## src/rtl/por_ram.sv

```systemverilog
// ----------------------------------------------------------------------------
// por_ram: generic single-write, single-read RAM
// One write port, one read port with registered read data.
// ----------------------------------------------------------------------------
`default_nettype none

module por_ram #(
  parameter int WIDTH = 8,
  parameter int DEPTH = 16,
  parameter int AW    = (DEPTH > 1) ? $clog2(DEPTH) : 1
) (
  input  wire logic             clk,
  input  wire logic             we,
  input  wire logic [AW-1:0]    waddr,
  input  wire logic [WIDTH-1:0] wdata,
  input  wire logic [AW-1:0]    raddr,
  output logic      [WIDTH-1:0] rdata_r
);

  logic [WIDTH-1:0] mem_r [DEPTH];

  always_ff @(posedge clk) begin
    if (we) begin
      mem_r[waddr] <= wdata;
    end
    rdata_r <= mem_r[raddr];
  end

endmodule

`default_nettype wire

```

## config.mk

```make
export PLATFORM = sky130hd
export DESIGN_NAME = por_ram
export DESIGN_NICKNAME = d
export VERILOG_FILES = /design/src/rtl/por_ram.sv
export SDC_FILE = /design/constraint.sdc
export NUM_CORES = 1
export LEC_CHECK = 0
export BUFFER_PORTS_ARGS = -buffer_cell sky130_fd_sc_hd__buf_2
export CAP_MARGIN = 0
export CELL_PAD_IN_SITES_DETAIL_PLACEMENT = 1
export CELL_PAD_IN_SITES_GLOBAL_PLACEMENT = 1
export CORE_MARGIN = 8
export CORE_UTILIZATION = 44
export DETAILED_ROUTE_END_ITERATION = 10
export PLACE_DENSITY = 0.64
export SYNTH_ARGS = -nofsm -noshare
export SYNTH_HDL_FRONTEND = slang
export SYNTH_SLANG_ARGS = --single-unit
export TNS_END_PERCENT = 30
```

## constraint.sdc

```tcl
create_clock -name clk -period 3.3 [get_ports clk]
set_input_delay 0.33 -clock clk [delete_from_list [all_inputs] [get_ports clk]]
set_output_delay 0.33 -clock clk [all_outputs]
set_load 0.02 [all_outputs]
```

# ---- Yosys cells after proc, flatten, opt, wreduce, memory -nomap -nowiden
# Memories as Yosys holds them, arrays and structs flattened. A register that Yosys moved wholly into a read port is not among the register bits.
# Cells that the tools add are included.
dict set report classes {
  shift 0
  reduce_logical 0
  n_lt_le_gt_ge 0
  n_mul 0
  bitwise_logic 0
  n_mux 2
  n_div 0
  eq_ne 0
  add_sub_neg 0
}
# cell count
set ops {}
lappend ops {{1-bit two-way mux} 2}
dict set report totals {
  mem_bits_rw 128
  n_memories 1
  input_bits 18
  latchBits 0
  romBits 0
  regBits 0
  output_inout_bits 8
  wordCells 3
}
# memory words word_bits rd rd_ports_with_merged_regs wr line_no
set mem_list {}
lappend mem_list {mem_r 16 8 1 1 1 20} ;# logic [WIDTH-1:0] mem_r [DEPTH];

# ---- Longest topological paths before layout
dict set report depth {
  depth_word 2
  depth_mapped 5
  mapped_depth_nobuf 3
}

# ---- Worst setup path before layout
# No wires, ideal clock.
dict set report synth_path {
  path_kind {in2reg}
  from {input waddr[2]}
  to {memory mem_r[0][0] (enable)}
  n_path_buf 0
  arrival_ns 1.440
  setup_time_ns 0.383
  path_stages 2
  path_slack_ns 1.477
  required_time_ns 2.917
  path_cell_list {or3b_2 -> nor3_1}
}
# element line_no
set synth_rtl {}
lappend synth_rtl {{start, declared} 14} ;# input wire logic [AW-1:0] waddr,
lappend synth_rtl {{end, declared} 20}
# Straight into the memory's write port.

==> impl_metrics.json <==
{
  "outcome": "finished clean",
  "critPathLaunchType": "input pin",
  "fin_nets": 289,
  "post-route-util_pct": 53.32,
  "die-width_um": 124.2,
  "die_h_um": 124.2,
  "fillers": 1019,
  "fin_crit_ns": 1.852,
  "yosysMostFrequentCell": "edfxtp_1",
  "wl_per_cell_um": 25.35,
  "synth_area_um2": 5147,
  "grt_max_degree": 33,
  "drtAntennaViolNets": 0,
  "start_util_pct": 45.08,
  "path_max_fanout": 25,
  "crit_required_ns": 3.60,
  "clockBufferDepth": 2,
  "cts_tree": "built",
  "drc": 0,
  "synth_largest_area_cell": "edfxtp_1",
  "core-area_um2": 11420,
  "clk_pin_slew_worst_paths_ns": 0.06,
  "hold_buffers": 0,
  "grt_pass1_wl_um": 16060,
  "synth_seq_cells": 136,
  "worstSetupPathType": "in -> reg",
  "vias": 2399,
  "gr-usage-met1_pct": 18.24,
  "worstSkewPairLatency_ns": 0.41,
  "synth_common_cells": "edfxtp_1 (128), mux4_2 (18), a22oi_1 (16)",
  "grt_use_total_pct": 15.04,
  "async_flop_share_pct": 0,
  "grt_antenna_before_repair": 0,
  "tns_ns": 0,
  "hold_class": "in -> reg",
  "clock_sinks": 136,
  "synth_cells": 229,
  "slew_headroom_pct": 30.40,
  "setup_viol": 0,
  "critical_path_arrival_ns": 2.15,
  "synth_top_area_share_pct": 74.67,
  "numPortBuffers": 25,
  "hold_viol_final": 0,
  "p_leak_uw": 0.002054,
  "yosysWarnings": 0,
  "rows": 39,
  "io_pins": 26,
  "via_per_inst": 5.618,
  "fmax_mhz": 539.9,
  "die_area_um2": 15420,
  "clockRootBuffer": "clkbuf_16",
  "cts_resized": 0,
  "n_antenna_cell": 0,
  "p_per_area_nw_per_um2": 692.7,
  "grt.met2_usage_pct": 24.74,
  "place_congestion": 0.7228,
  "met3_usage_pct": 4.034,
  "avgSynthCellArea_um2": 22.48,
  "drive_above_1_share_pct": 29.58,
  "htreeDepth": 4,
  "area_growth_pct": 18.28,
  "placed_area_um2": 5425,
  "end_kind": "register",
  "timing.reg2reg.setup_slack_ns": 1.93,
  "grt_pass1_vias": 2647,
  "drt_iter0_drc": 277,
  "dr.pass1.iters": 4,
  "wl_um": 10830,
  "rsz0062_at_grt": "false",
  "max_cap_viol_count": 0,
  "synthTopCellsByArea": "edfxtp_1 (75%), mux4_2 (7.9%), mux4_1 (7.1%), dfxtp_1 (3.1%), a22oi_1 (2.3%)",
  "dp_hpwl_um": 6535,
  "postCtsSetupRepairBufs": 0,
  "synth_edf_count": 128,
  "vdd.ir_drop.worst_mv": 0.3860,
  "synth_cell_types": 19,
  "dominantRegCellSynth": "edfxtp_1",
  "stdcell_area_um2": 6088,
  "worst_pin_slew_ns": 1.040,
  "synth_fp_nets": 247,
  "overflow": 0,
  "post-route-period-util_pct": 56.13,
  "slew_viol_final": 0,
  "cts_buffers": 17,
  "final.setup_skew_ns": 0.006957,
  "synth_seq_area_share_pct": 77.78,
  "busiest_layer": "met2"
}
-- worst paths after layout --
path                                     to          from  cells past startpoint
worst max-delay path             rdata_r[5]      raddr[0]                      5
worst min-delay path            mem_r[6][5]      wdata[5]                      1
worst max register to register   rdata_r[1]   mem_r[1][1]                      3
worst min register to register   rdata_r[4]  mem_r[14][4]                      3
-- power breakdown --
group | switching (uW) | internal (uW) | total, uW | leakage [uW]
logic | 113 | 71.3 | 184 | 0.000513
clock network | 693 | 1400 | 2090 | 0.000318
registers | 10.8 | 1930 | 1940 | 0.00122
-- state kept, by name, indices dropped and copies added (netlist names) --
| signal | cells |
|---|---|
| mem_r | 128 |
| rdata_r | 8 |
-- layer usage --
metal / wire (um) / part of all wire (%)
met4: 195 / 1.8
met2: 5401 / 50
met3: 660 / 6.1
met5: 0 / 0
met1: 4568 / 42
-- layout by cell type (no fill, tap or decap), types with 8 or more instances in the layout --
cell and n:
edfxtp_1 128, buf_2 25, mux4_2 18, clkbuf_16 17
a22oi_1 16, mux4_1 14, nor2_1 13, nand2_1 9
buf_4 8, dfxtp_1 8
-- critical path, cell delays in order --
cell and delay [ns]:
buf_2 0.62, buf_4 0.33, mux4_1 0.57, a22oi_1 0.20, nand2_1 0.07
-- cells by family after synthesis --
group                  Yosys count  share of synthesized area (%)
buffers and inverters           10                          1.677
AOI/OAI and AO/OA               16                          2.334
DFF                            136                          77.78
muxes                           32                          15.02
and+or+nand+nor                 35                          3.184
-- through the flow --
step	cells	total power (uW)	setup slack (ns)	hold slack, ns
final	427	4217	1.448	0.3055
after global routing	427	4327	1.295	0.3081
after CTS	427	4245	1.425	0.2952
after detailed placement	395	2165	0.9830	0.6601
after global placement	395	2160	0.9845	0.6500
after floorplan	229	2088	1.477	0.4289
-- layout make-up --
cell class              count  area, um^2  area share, %
repair buffers             33       185.2          3.042
clock inverters            12       196.4          3.226
multi-input cells          83        1057          17.37
clock buffers              20       466.7          7.665
flip-flops and latches    136        4004          65.76
well taps                 143       178.9          2.939
Power figures use the tool's default switching activity.
